$ cat src/cmsc_pkg.sv
`default_nettype none

package cmsc_pkg;

    // Sorting machine states, in the order of their mode codes.
    typedef enum logic [3:0] {
        MODE_START     = 4'd0,
        MODE_STANDBY   = 4'd1,
        MODE_READY     = 4'd2,
        MODE_TRANSPORT = 4'd3,
        MODE_REVERSE   = 4'd4,
        MODE_WAIT      = 4'd5,
        MODE_DETECT    = 4'd6,
        MODE_NONMETAL  = 4'd7,
        MODE_END       = 4'd8,
        MODE_METAL     = 4'd9,
        MODE_SLIDE     = 4'd10,
        MODE_ERROR     = 4'd11
    } t_mode;

    // Belt motor commands.
    typedef logic [1:0] t_drive;
    localparam t_drive DRIVE_STOP  = 2'd0;
    localparam t_drive DRIVE_RIGHT = 2'd1;
    localparam t_drive DRIVE_LEFT  = 2'd2;

    // Bit positions in the lamp and LED vectors.
    localparam int LAMP_GREEN  = 0;
    localparam int LAMP_RED    = 1;
    localparam int LAMP_YELLOW = 2;

    localparam int LED_START = 0;
    localparam int LED_Q1    = 1;
    localparam int LED_Q2    = 2;
    localparam int LED_RESET = 3;

    localparam logic [3:0] LEDS_IDLE = 4'b0001;

endpackage

`default_nettype wire

$ cat src/conveyor_metal_sort_controller.sv
// Conveyor metal-sorting controller. Each input word is one control scan of the
// sensor flags; each scan yields exactly one output word carrying the belt drive,
// lamps, button LEDs, junction and the state reached after the scan. The state
// machine and the output settings sit in one register stage that also serves as
// the output register, so a scan is answered in the cycle after it is accepted and a
// new scan is taken every cycle while the output side keeps up (o_in_ready is high
// whenever the output register is empty or being read in the same cycle). Outputs
// a state does not set keep their previous values; after reset the first scan
// always moves the machine from start to standby.
`default_nettype none

module conveyor_metal_sort_controller (
    input  wire logic                  i_clk,
    input  wire logic                  i_rst_n,
    // Scan input channel.
    input  wire logic                  i_in_valid,
    output      logic                  o_in_ready,
    input  wire logic                  i_start_released,
    input  wire logic                  i_at_begin,
    input  wire logic                  i_at_end,
    input  wire logic                  i_at_height,
    input  wire logic                  i_at_metal_sensor,
    input  wire logic                  i_is_metal,
    input  wire logic                  i_passed_slide,
    input  wire logic                  i_reverse_request,
    input  wire logic                  i_second_parity,
    // Result channel.
    output      logic                  o_out_valid,
    input  wire logic                  i_out_ready,
    output      cmsc_pkg::t_drive      o_drive,
    output      logic                  o_lamp_green,
    output      logic                  o_lamp_red,
    output      logic                  o_lamp_yellow,
    output      logic                  o_led_start,
    output      logic                  o_led_q1,
    output      logic                  o_led_q2,
    output      logic                  o_led_reset,
    output      logic                  o_junction_open,
    output      logic [3:0]            o_mode
);

    import cmsc_pkg::*;

    t_mode      r_mode,     n_mode;
    t_drive     r_drive,    n_drive;
    logic [2:0] r_lamps,    n_lamps;
    logic [3:0] r_leds,     n_leds;
    logic       r_junction, n_junction;
    logic       r_out_valid;
    logic       w_accept;

    // A scan is taken when the output register is free or drains this cycle.
    assign o_in_ready = !r_out_valid || i_out_ready;
    assign w_accept   = i_in_valid && o_in_ready;

    // Next state; within a state a later test overrides an earlier one.
    always_comb begin
        n_mode = r_mode;
        unique case (r_mode)
            MODE_START: begin
                n_mode = MODE_STANDBY;
            end
            MODE_STANDBY: begin
                if (i_start_released) n_mode = MODE_READY;
            end
            MODE_READY: begin
                if (i_start_released) n_mode = MODE_STANDBY;
                if (i_at_begin && !i_at_end) n_mode = MODE_TRANSPORT;
                if (i_at_height || i_at_metal_sensor) n_mode = MODE_ERROR;
            end
            MODE_TRANSPORT: begin
                if (i_reverse_request) n_mode = MODE_REVERSE;
                if (i_at_metal_sensor) n_mode = MODE_DETECT;
                if (i_at_end) n_mode = MODE_ERROR;
            end
            MODE_REVERSE: begin
                if (i_at_begin) n_mode = MODE_WAIT;
            end
            MODE_WAIT: begin
                if (!i_at_begin) n_mode = MODE_READY;
            end
            MODE_DETECT: begin
                n_mode = i_is_metal ? MODE_METAL : MODE_NONMETAL;
            end
            MODE_NONMETAL: begin
                if (i_at_end) n_mode = MODE_END;
                if (i_at_begin || i_at_height) n_mode = MODE_ERROR;
            end
            MODE_END: begin
                if (i_start_released) n_mode = MODE_STANDBY;
                if (!i_at_end) n_mode = MODE_READY;
                if (i_at_metal_sensor || i_at_height) n_mode = MODE_ERROR;
            end
            MODE_METAL: begin
                if (i_passed_slide) n_mode = MODE_SLIDE;
                if (i_at_begin || i_at_height) n_mode = MODE_ERROR;
            end
            MODE_SLIDE: begin
                if (i_start_released) n_mode = MODE_STANDBY;
                if (i_at_begin) n_mode = MODE_TRANSPORT;
                if (i_at_end || i_at_height) n_mode = MODE_ERROR;
            end
            MODE_ERROR: begin
                if (i_start_released) n_mode = MODE_STANDBY;
            end
            default: begin
                n_mode = MODE_START;
            end
        endcase
    end

    // Outputs of the new state; anything a state leaves alone holds.
    always_comb begin
        n_drive    = r_drive;
        n_lamps    = r_lamps;
        n_leds     = r_leds;
        n_junction = r_junction;
        unique case (n_mode)
            MODE_START, MODE_STANDBY: begin
                n_drive = DRIVE_STOP;
                n_lamps = 3'b000;
                n_leds  = LEDS_IDLE;
            end
            MODE_READY: begin
                n_drive               = DRIVE_STOP;
                n_lamps               = 3'b000;
                n_lamps[LAMP_GREEN]   = 1'b1;
                n_leds[LED_START]     = 1'b1;
            end
            MODE_TRANSPORT: begin
                n_drive               = DRIVE_RIGHT;
                n_lamps               = 3'b000;
                n_lamps[LAMP_GREEN]   = 1'b1;
                n_leds[LED_START]     = 1'b0;
            end
            MODE_REVERSE: begin
                n_drive               = DRIVE_LEFT;
                n_lamps[LAMP_RED]     = i_second_parity;
                n_lamps[LAMP_GREEN]   = 1'b0;
            end
            MODE_WAIT: begin
                n_drive               = DRIVE_STOP;
                n_lamps[LAMP_RED]     = 1'b1;
            end
            MODE_DETECT: begin
                n_drive               = DRIVE_STOP;
                n_lamps               = 3'b000;
                n_lamps[LAMP_GREEN]   = 1'b1;
            end
            MODE_NONMETAL: begin
                n_drive               = DRIVE_RIGHT;
                n_lamps               = 3'b000;
                n_lamps[LAMP_GREEN]   = 1'b1;
                n_leds[LED_START]     = 1'b0;
                n_junction            = 1'b1;
            end
            MODE_END: begin
                n_drive               = DRIVE_STOP;
                n_lamps               = 3'b000;
                n_lamps[LAMP_GREEN]   = i_second_parity;
                n_leds[LED_START]     = 1'b1;
                n_junction            = 1'b0;
            end
            MODE_METAL: begin
                n_drive               = DRIVE_RIGHT;
                n_lamps               = 3'b000;
                n_lamps[LAMP_YELLOW]  = 1'b1;
            end
            MODE_SLIDE: begin
                n_drive               = DRIVE_STOP;
                n_lamps               = 3'b000;
                n_lamps[LAMP_GREEN]   = 1'b1;
                n_leds[LED_START]     = 1'b1;
            end
            default: begin
                // Error: red blinks, belt stopped, junction closed.
                n_drive               = DRIVE_STOP;
                n_lamps               = 3'b000;
                n_lamps[LAMP_RED]     = i_second_parity;
                n_leds[LED_START]     = 1'b1;
                n_junction            = 1'b0;
            end
        endcase
    end

    // State registers double as the result register.
    always_ff @(posedge i_clk) begin
        if (!i_rst_n) begin
            r_mode      <= MODE_START;
            r_drive     <= DRIVE_STOP;
            r_lamps     <= 3'b000;
            r_leds      <= 4'b0000;
            r_junction  <= 1'b0;
            r_out_valid <= 1'b0;
        end else begin
            if (w_accept) begin
                r_mode     <= n_mode;
                r_drive    <= n_drive;
                r_lamps    <= n_lamps;
                r_leds     <= n_leds;
                r_junction <= n_junction;
            end
            if (w_accept) begin
                r_out_valid <= 1'b1;
            end else if (i_out_ready) begin
                r_out_valid <= 1'b0;
            end
        end
    end

    assign o_out_valid     = r_out_valid;
    assign o_drive         = r_drive;
    assign o_lamp_green    = r_lamps[LAMP_GREEN];
    assign o_lamp_red      = r_lamps[LAMP_RED];
    assign o_lamp_yellow   = r_lamps[LAMP_YELLOW];
    assign o_led_start     = r_leds[LED_START];
    assign o_led_q1        = r_leds[LED_Q1];
    assign o_led_q2        = r_leds[LED_Q2];
    assign o_led_reset     = r_leds[LED_RESET];
    assign o_junction_open = r_junction;
    assign o_mode          = r_mode;

endmodule

`default_nettype wire

$ cat config.mk
export PLATFORM = sky130hd
export DESIGN_NAME = conveyor_metal_sort_controller
export DESIGN_NICKNAME = d
export VERILOG_FILES = /design/src/cmsc_pkg.sv /design/src/conveyor_metal_sort_controller.sv
export SDC_FILE = /design/constraint.sdc
export NUM_CORES = 1
export LEC_CHECK = 0
export ABC_CLOCK_PERIOD_IN_PS = 2820
export BUFFER_PORTS_ARGS = -buffer_cell sky130_fd_sc_hd__buf_2
export CORE_MARGIN = 2
export CORE_UTILIZATION = 50
export CTS_CLUSTER_SIZE = 30
export DETAILED_ROUTE_END_ITERATION = 10
export PLACE_DENSITY = 0.8
export SETUP_SLACK_MARGIN = 0.3
export SYNTH_ARGS = -nofsm -noshare
export SYNTH_HDL_FRONTEND = slang
export SYNTH_SLANG_ARGS = --single-unit
$ cat constraint.sdc
create_clock -name i_clk -period 2.82 [get_ports i_clk]
set_clock_uncertainty 0.05 [all_clocks]
set_input_delay 0.564 -clock i_clk [delete_from_list [all_inputs] [get_ports i_clk]]
set_output_delay 0.564 -clock i_clk [all_outputs]
set_load 0.03 [all_outputs]
# [Yosys cells after proc, flatten, opt, wreduce, memory -nomap -nowiden]
# Index checks and enable logic that the tools add are counted.
[totals] wordCells=82 inputBits=13 output_inout_bits=16 register_bits=12
[classes] n_reduce_logical=22 eq_ne=21 bitwise=4 n_mux=27
[ops] operator="$mux W4" count=18
[ops] operator="$pmux W4 S12" count=1
[ops] operator="$eq A4 B3 Y1 const B" count=8
[ops] operator="$eq A4 B4 Y1 const B" count=7
[ops] operator="$reduce_or A9 Y1" count=2
[ops] operator="$eq A4 B2 Y1 const B" count=4
[ops] operator="$eq A4 B1 Y1 const B" count=2
[ops] operator="$logic_not A4 Y1" count=2
[ops] operator="$pmux W1 S2" count=4
[ops] operator="$reduce_and A2 Y1" count=4
[ops] operator="$reduce_or A5 Y1" count=1
[ops] operator="$logic_or A1 B1 Y1" count=4
[ops] operator="$not A1 Y1" count=4
[ops] operator="$pmux W2 S2" count=1
[ops] operator="$reduce_or A2 Y1" count=2
[ops] operator="$reduce_or A4 Y1" count=1
[ops] operator="$pmux W1 S3" count=1
[ops] operator="$reduce_or A3 Y1" count=1
[ops] operator="$logic_and A1 B1 Y1" count=2
[ops] operator="$logic_not A1 Y1" count=2
[ops] operator="$mux W1" count=2
[ops] operator="$reduce_bool A2 Y1" count=1

# [Depth between registers and ports, before layout]
[depth] ltp_word=9 mapped_depth=9 depth_no_buf=7

# [Worst setup path before layout]
# Ideal clock, no wire load.
[synth_timing] path_type="input to register" from="input port i_at_end" to="register r_leds[0]" setup_slack_ns=0.699 path_stages=8 n_path_buf=1 t_arrival_ns=1.942 setup_time_ns=0.129 required_time_ns=2.641 path_cell_list="buf_2 > nor3b_1 > o32a_1 > a221o_2 > nand4_4 > nand2_1 > a221oi_2 > a311oi_1"
[synth_between] elab_chain_cells=9 elab_cells_between_ends=23 classes_between="eq/ne (6); mux (10); bitwise (1); reduce/logical (6)"
[synth_rtl] element="from (decl)" line="conveyor_metal_sort_controller.sv:20" rtl="input wire logic i_at_end,"
[synth_rtl] element="$logic_not A1 Y1"
[synth_rtl] element="$logic_and A1 B1 Y1" line="conveyor_metal_sort_controller.sv:68" rtl="if (i_at_begin && !i_at_end) n_mode = MODE_TRANSPORT;"
[synth_rtl] element="$mux W4" line="conveyor_metal_sort_controller.sv:68"
[synth_rtl] element="$mux W4" line="conveyor_metal_sort_controller.sv:69" rtl="if (i_at_height || i_at_metal_sensor) n_mode = MODE_ERROR;"
[synth_rtl] element="$pmux W4 S12 *" line="conveyor_metal_sort_controller.sv:59" rtl="unique case (r_mode)"
[synth_rtl] element="$eq A4 B4 Y1 / $eq A4 B3 Y1 (equally long branches)" line="conveyor_metal_sort_controller.sv:118" rtl="unique case (n_mode)"
[synth_rtl] element="$reduce_or A4 Y1 (no line)"
[synth_rtl] element="$not A1 Y1 (no line)"
[synth_rtl] element="$reduce_and A2 Y1 (no line)"
[synth_rtl] element="to (signal assigned)" line="conveyor_metal_sort_controller.sv:200" rtl="r_leds <= n_leds;"
[synth_rtl] element="to (decl)" line="conveyor_metal_sort_controller.sv:47" rtl="logic [3:0] r_leds, n_leds;"
# Every way passes the cells marked *; elsewhere a longest branch is shown, timed or not.
# A chain may end at the register's enable or synchronous reset.

# [Worst setup path after layout]
[layout_timing] from="register r_mode[1] (netlist: o_mode[1])" to="register r_leds[0]"
[layout_between] elab_chain_cells=8 elab_cells_between_ends=41 classes_between="eq/ne (17); mux (19); bitwise (1); reduce/logical (4)"
[layout_rtl] element="from (decl)" line="conveyor_metal_sort_controller.sv:44" rtl="t_mode r_mode, n_mode;"
[layout_rtl] element="from (signal assigned)" line="conveyor_metal_sort_controller.sv:197" rtl="r_mode <= n_mode;"
[layout_rtl] element="$mux W4 (on tied branches) (3 in series)"
[layout_rtl] element="$pmux W4 S12 *" line="conveyor_metal_sort_controller.sv:59"
[layout_rtl] element="$eq A4 B4 Y1 / $eq A4 B3 Y1 (equally long branches)" line="conveyor_metal_sort_controller.sv:118"
[layout_rtl] element="$reduce_or A4 Y1 (no line)"
[layout_rtl] element="$not A1 Y1 (no line)"
[layout_rtl] element="$reduce_and A2 Y1 (no line)"
# Marks and branches as above.

==> impl_metrics.xml <==
<?xml version="1.0" encoding="UTF-8"?>
<metrics>
  <group name="sta">
    <metric name="max-slew-margin-rel" unit="%">54.3</metric>
    <metric name="worst_slew_pin_slew" unit="ns">0.684</metric>
    <metric name="count_of_pins_over_their_slew_limit" unit="">0</metric>
    <metric name="hold_ws" unit="ns">0.401</metric>
    <metric name="fin_crit_sh" unit="%">82.9</metric>
    <metric name="maximum_clock_frequency" unit="MHz">428</metric>
    <metric name="timing_hold_violations_final" unit="">0</metric>
    <metric name="final-setup-viol-count" unit="">0</metric>
    <metric name="setup_total_negative_slack" unit="ns">0</metric>
    <metric name="min_period" unit="ns">2.34</metric>
    <metric name="grt_setup_unrepaired" unit="">no</metric>
  </group>
  <group name="clock_tree">
    <metric name="htree_levels" unit="">1</metric>
    <metric name="insertion_delay" unit="ns">0.26</metric>
    <metric name="clock-root-buffer" unit="">clkbuf_4</metric>
    <metric name="post-cts-setup-buffers" unit="">0</metric>
    <metric name="cts.clk_slew.worst_paths" unit="ns">0.07</metric>
    <metric name="tritoncts.num_buffers" unit="">3</metric>
    <metric name="postCtsResizedCells" unit="">0</metric>
    <metric name="postCtsHoldBufs" unit="">0</metric>
    <metric name="clkSinkCount" unit="">12</metric>
    <metric name="cts_tree" unit="">yes</metric>
    <metric name="cts.path.max_buffers" unit="">2</metric>
  </group>
  <group name="cells_and_area">
    <metric name="multiInputGateArea" unit="sq um">769</metric>
    <metric name="nets" unit="">169</metric>
    <metric name="n_antenna_cell" unit="">0</metric>
    <metric name="final_design_area_no_fill" unit="sq mm">0.00122</metric>
    <metric name="layout-area-overhead-vs-synth" unit="%">7.82</metric>
    <metric name="layout-drive-gt1-share" unit="%">26.5</metric>
    <metric name="fillers" unit="">215</metric>
    <metric name="layout.area.seq" unit="sq um">240</metric>
  </group>
  <group name="placement">
    <metric name="hpwlAfterDp" unit="microns">2010</metric>
    <metric name="gp_routability_congestion" unit="">0.922</metric>
    <metric name="postPlaceCellArea" unit="sq mm">0.00119</metric>
    <metric name="portBuffers" unit="">25</metric>
  </group>
  <group name="floorplanning">
    <metric name="fp.dieArea" unit="sq mm">0.00267</metric>
    <metric name="dieWidth" unit="microns">51.7</metric>
    <metric name="io-pin-count" unit="">29</metric>
    <metric name="start_util" unit="%">52.4</metric>
    <metric name="num_rows" unit="">17</metric>
    <metric name="die_extent_in_y" unit="microns">51.7</metric>
    <metric name="core_area" unit="sq mm">0.00217</metric>
  </group>
  <group name="drt">
    <metric name="route.detailed.wl_per_inst" unit="microns">14.8</metric>
    <metric name="totalWireLength" unit="microns">2700</metric>
    <metric name="detailedRoute.firstPassIterationCount" unit="">7</metric>
    <metric name="initialDrtViolationCount" unit="">47</metric>
    <metric name="mean_number_of_vias_per_cell" unit="">6.25</metric>
    <metric name="via_count" unit="">1143</metric>
    <metric name="post-route-drc-count" unit="">0</metric>
    <metric name="postRouteAntennaNets" unit="">0</metric>
  </group>
  <group name="logic_synthesis">
    <metric name="synth.yosys.warnings" unit="">0</metric>
    <metric name="syn_area" unit="sq mm">0.00114</metric>
    <metric name="asyncSetResetFlopFracSynth" unit="%">0</metric>
    <metric name="syn-mean-instance-area" unit="sq um">8.11</metric>
    <metric name="synth_flop_cell" unit="">dfxtp_1</metric>
    <metric name="edff_count_synth" unit="">0</metric>
    <metric name="synth-seq-area-share" unit="%">21.1</metric>
    <metric name="postSynthCellCount" unit="">140</metric>
    <metric name="yosys.cell_types.count" unit="">60</metric>
    <metric name="synth-seq-cells" unit="">12</metric>
  </group>
  <group name="power">
    <metric name="p_per_area" unit="mW/mm^2">489</metric>
    <metric name="static_power_due_to_leakage" unit="nW">0.501</metric>
    <metric name="ir_worst_vdd" unit="uV">412</metric>
  </group>
  <group name="global_routing">
    <metric name="grt.total_usage" unit="%">21.9</metric>
    <metric name="number_of_global_route_vias_before_repair" unit="">1070</metric>
    <metric name="grt_overflow_total" unit="">0</metric>
    <metric name="grt_max_degree" unit="">23</metric>
    <metric name="number_of_antenna_violations_at_the_first_check_in_global_routing" unit="">0</metric>
    <metric name="grt_pass1_wl" unit="microns">4540</metric>
  </group>
  <group name="flow_run">
    <metric name="drv.max_cap_violation_count" unit="">0</metric>
  </group>
  <group name="run_status">
    <metric name="status" unit="">finished clean</metric>
  </group>
  <group name="worst_setup_path">
    <metric name="critPathKind" unit="">flop to flop</metric>
    <metric name="worst-endpoint-required" unit="ns">2.91</metric>
    <metric name="worstSetupStartpointType" unit="">flop</metric>
    <metric name="setup.worst_path.end_class" unit="">flop</metric>
    <metric name="path_max_fanout" unit="">22</metric>
    <metric name="critical_path_arrival" unit="ns">2.43</metric>
  </group>
  <group name="hold_path">
    <metric name="hold_path.class" unit="">flop to flop</metric>
  </group>
</metrics>
layout by cell type, fill, tap and decap left out, drive strengths merged, types with 3 or more instances in the layout:
cell,count
a21oi,7
o32a,3
nor3,4
nand2,14
inv,5
a221o,3
nor3b,4
o211a,3
o21ai,7
nor2,8
buf,25
nand4,5
a21boi,5
nand2b,3
clkbuf,4
dfxtp,12
conb,3
cell families (layout without fill, tap and decap cells):
| family | count (synthesis) | after routing | synth area share [%] |
|---|---|---|---|
| xor gates and xnor gates | 1 | 1 | 0.771 |
| AOI/OAI and AO/OA | 47 | 47 | 32.3 |
| DFF | 12 | 12 | 21.1 |
| buffers and inverters | 21 | 34 | 11.8 |
| and+or+nand+nor | 58 | 58 | 33.7 |
| other | 1 | 3 | 0.330 |
stage by stage:
stage,power [mW],cells,utilization [%],worst slack [ns]
2_1_floorplan,0.434,142,-,0.699
5_1_grt,0.639,183,56.5,0.371
4_1_cts,0.602,183,56.5,0.506
3_3_place_gp,0.462,179,54.8,0.537
6_report,0.599,183,56.5,0.482
3_5_place_dp,0.469,179,54.8,0.512
final timing paths:
kind,startpoint,endpoint,slack [ns],depth (start not counted)
worst max-delay path,o_mode[1],r_leds[0],0.48,7
worst min register to register,o_drive[1],o_drive[1],0.40,2
worst max register to register,o_mode[1],r_leds[0],0.48,7
worst min-delay path,o_drive[1],o_drive[1],0.40,2
registers in the layout, indices dropped and copies added (netlist names):
signal,flops
o_junction_open,1
o_mode,4
o_drive,2
r_lamps,3
o_out_valid,1
r_leds,1
final cells by class:
| class | instances | area share [%] |
|---|---|---|
| multi-input cells | 109 | 62.8 |
| flip-flops and latches | 12 | 19.6 |
| repair buffers | 25 | 10.2 |
| clock buffers | 4 | 2.96 |
| well taps | 28 | 2.86 |
| inverters | 5 | 1.53 |
report_power, final:
part           leakage [nW]  internal [mW]  switching, mW
Clock                0.0210         0.0783         0.0518
Combinational         0.381         0.0985          0.154
Sequential           0.0985          0.185         0.0318
layer usage:
| layer | track usage [%] | up-vias | routed length (microns) |
|---|---|---|---|
| met5 | 0 | - | 0 |
| met2 | 38.0 | 50 | 1400 |
| met1 | 26.1 | 538 | 1090 |
| li1 | - | 553 | - |
| met3 | 3.45 | 2 | 204 |
| met4 | 10.5 | 0 | 12 |
synth_stat cells (2+ instances only):
master     instances  area share [%]
o2111ai_1          2             1.5
o21ai_1            3             1.3
inv_1              5             1.7
or3b_1             2             1.5
o211a_1            3             2.6
o21ai_0            4             1.8
o32a_1             3             2.6
nor3b_1            4             2.6
nor3_1             2            0.88
a221o_2            2             2.0
o221ai_1           2             1.5
a2bb2oi_1          2             1.5
a21oi_1            7             3.1
a21boi_1           4             2.6
buf_4              6             4.0
nand2_1           13             4.3
nand4_1            4             2.2
o32ai_1            2             1.5
nand2b_1           2             1.1
a31oi_1            2             1.1
nor2_1             8             2.6
buf_2              5             2.2
dfxtp_1           12              21
and3_1             2             1.1
or3_1              2             1.1
buf_6              3             3.0
worst max-delay path, stage by stage (launching register included):
cell and delay [ns]:
dfxtp_1 0.76, or2b_1 0.33, o32a_1 0.18, a221o_2 0.36, nand4_4 0.14, nand2_1 0.11
a221oi_2 0.22, a311oi_1 0.06
Power figures use the tool's default switching activity.
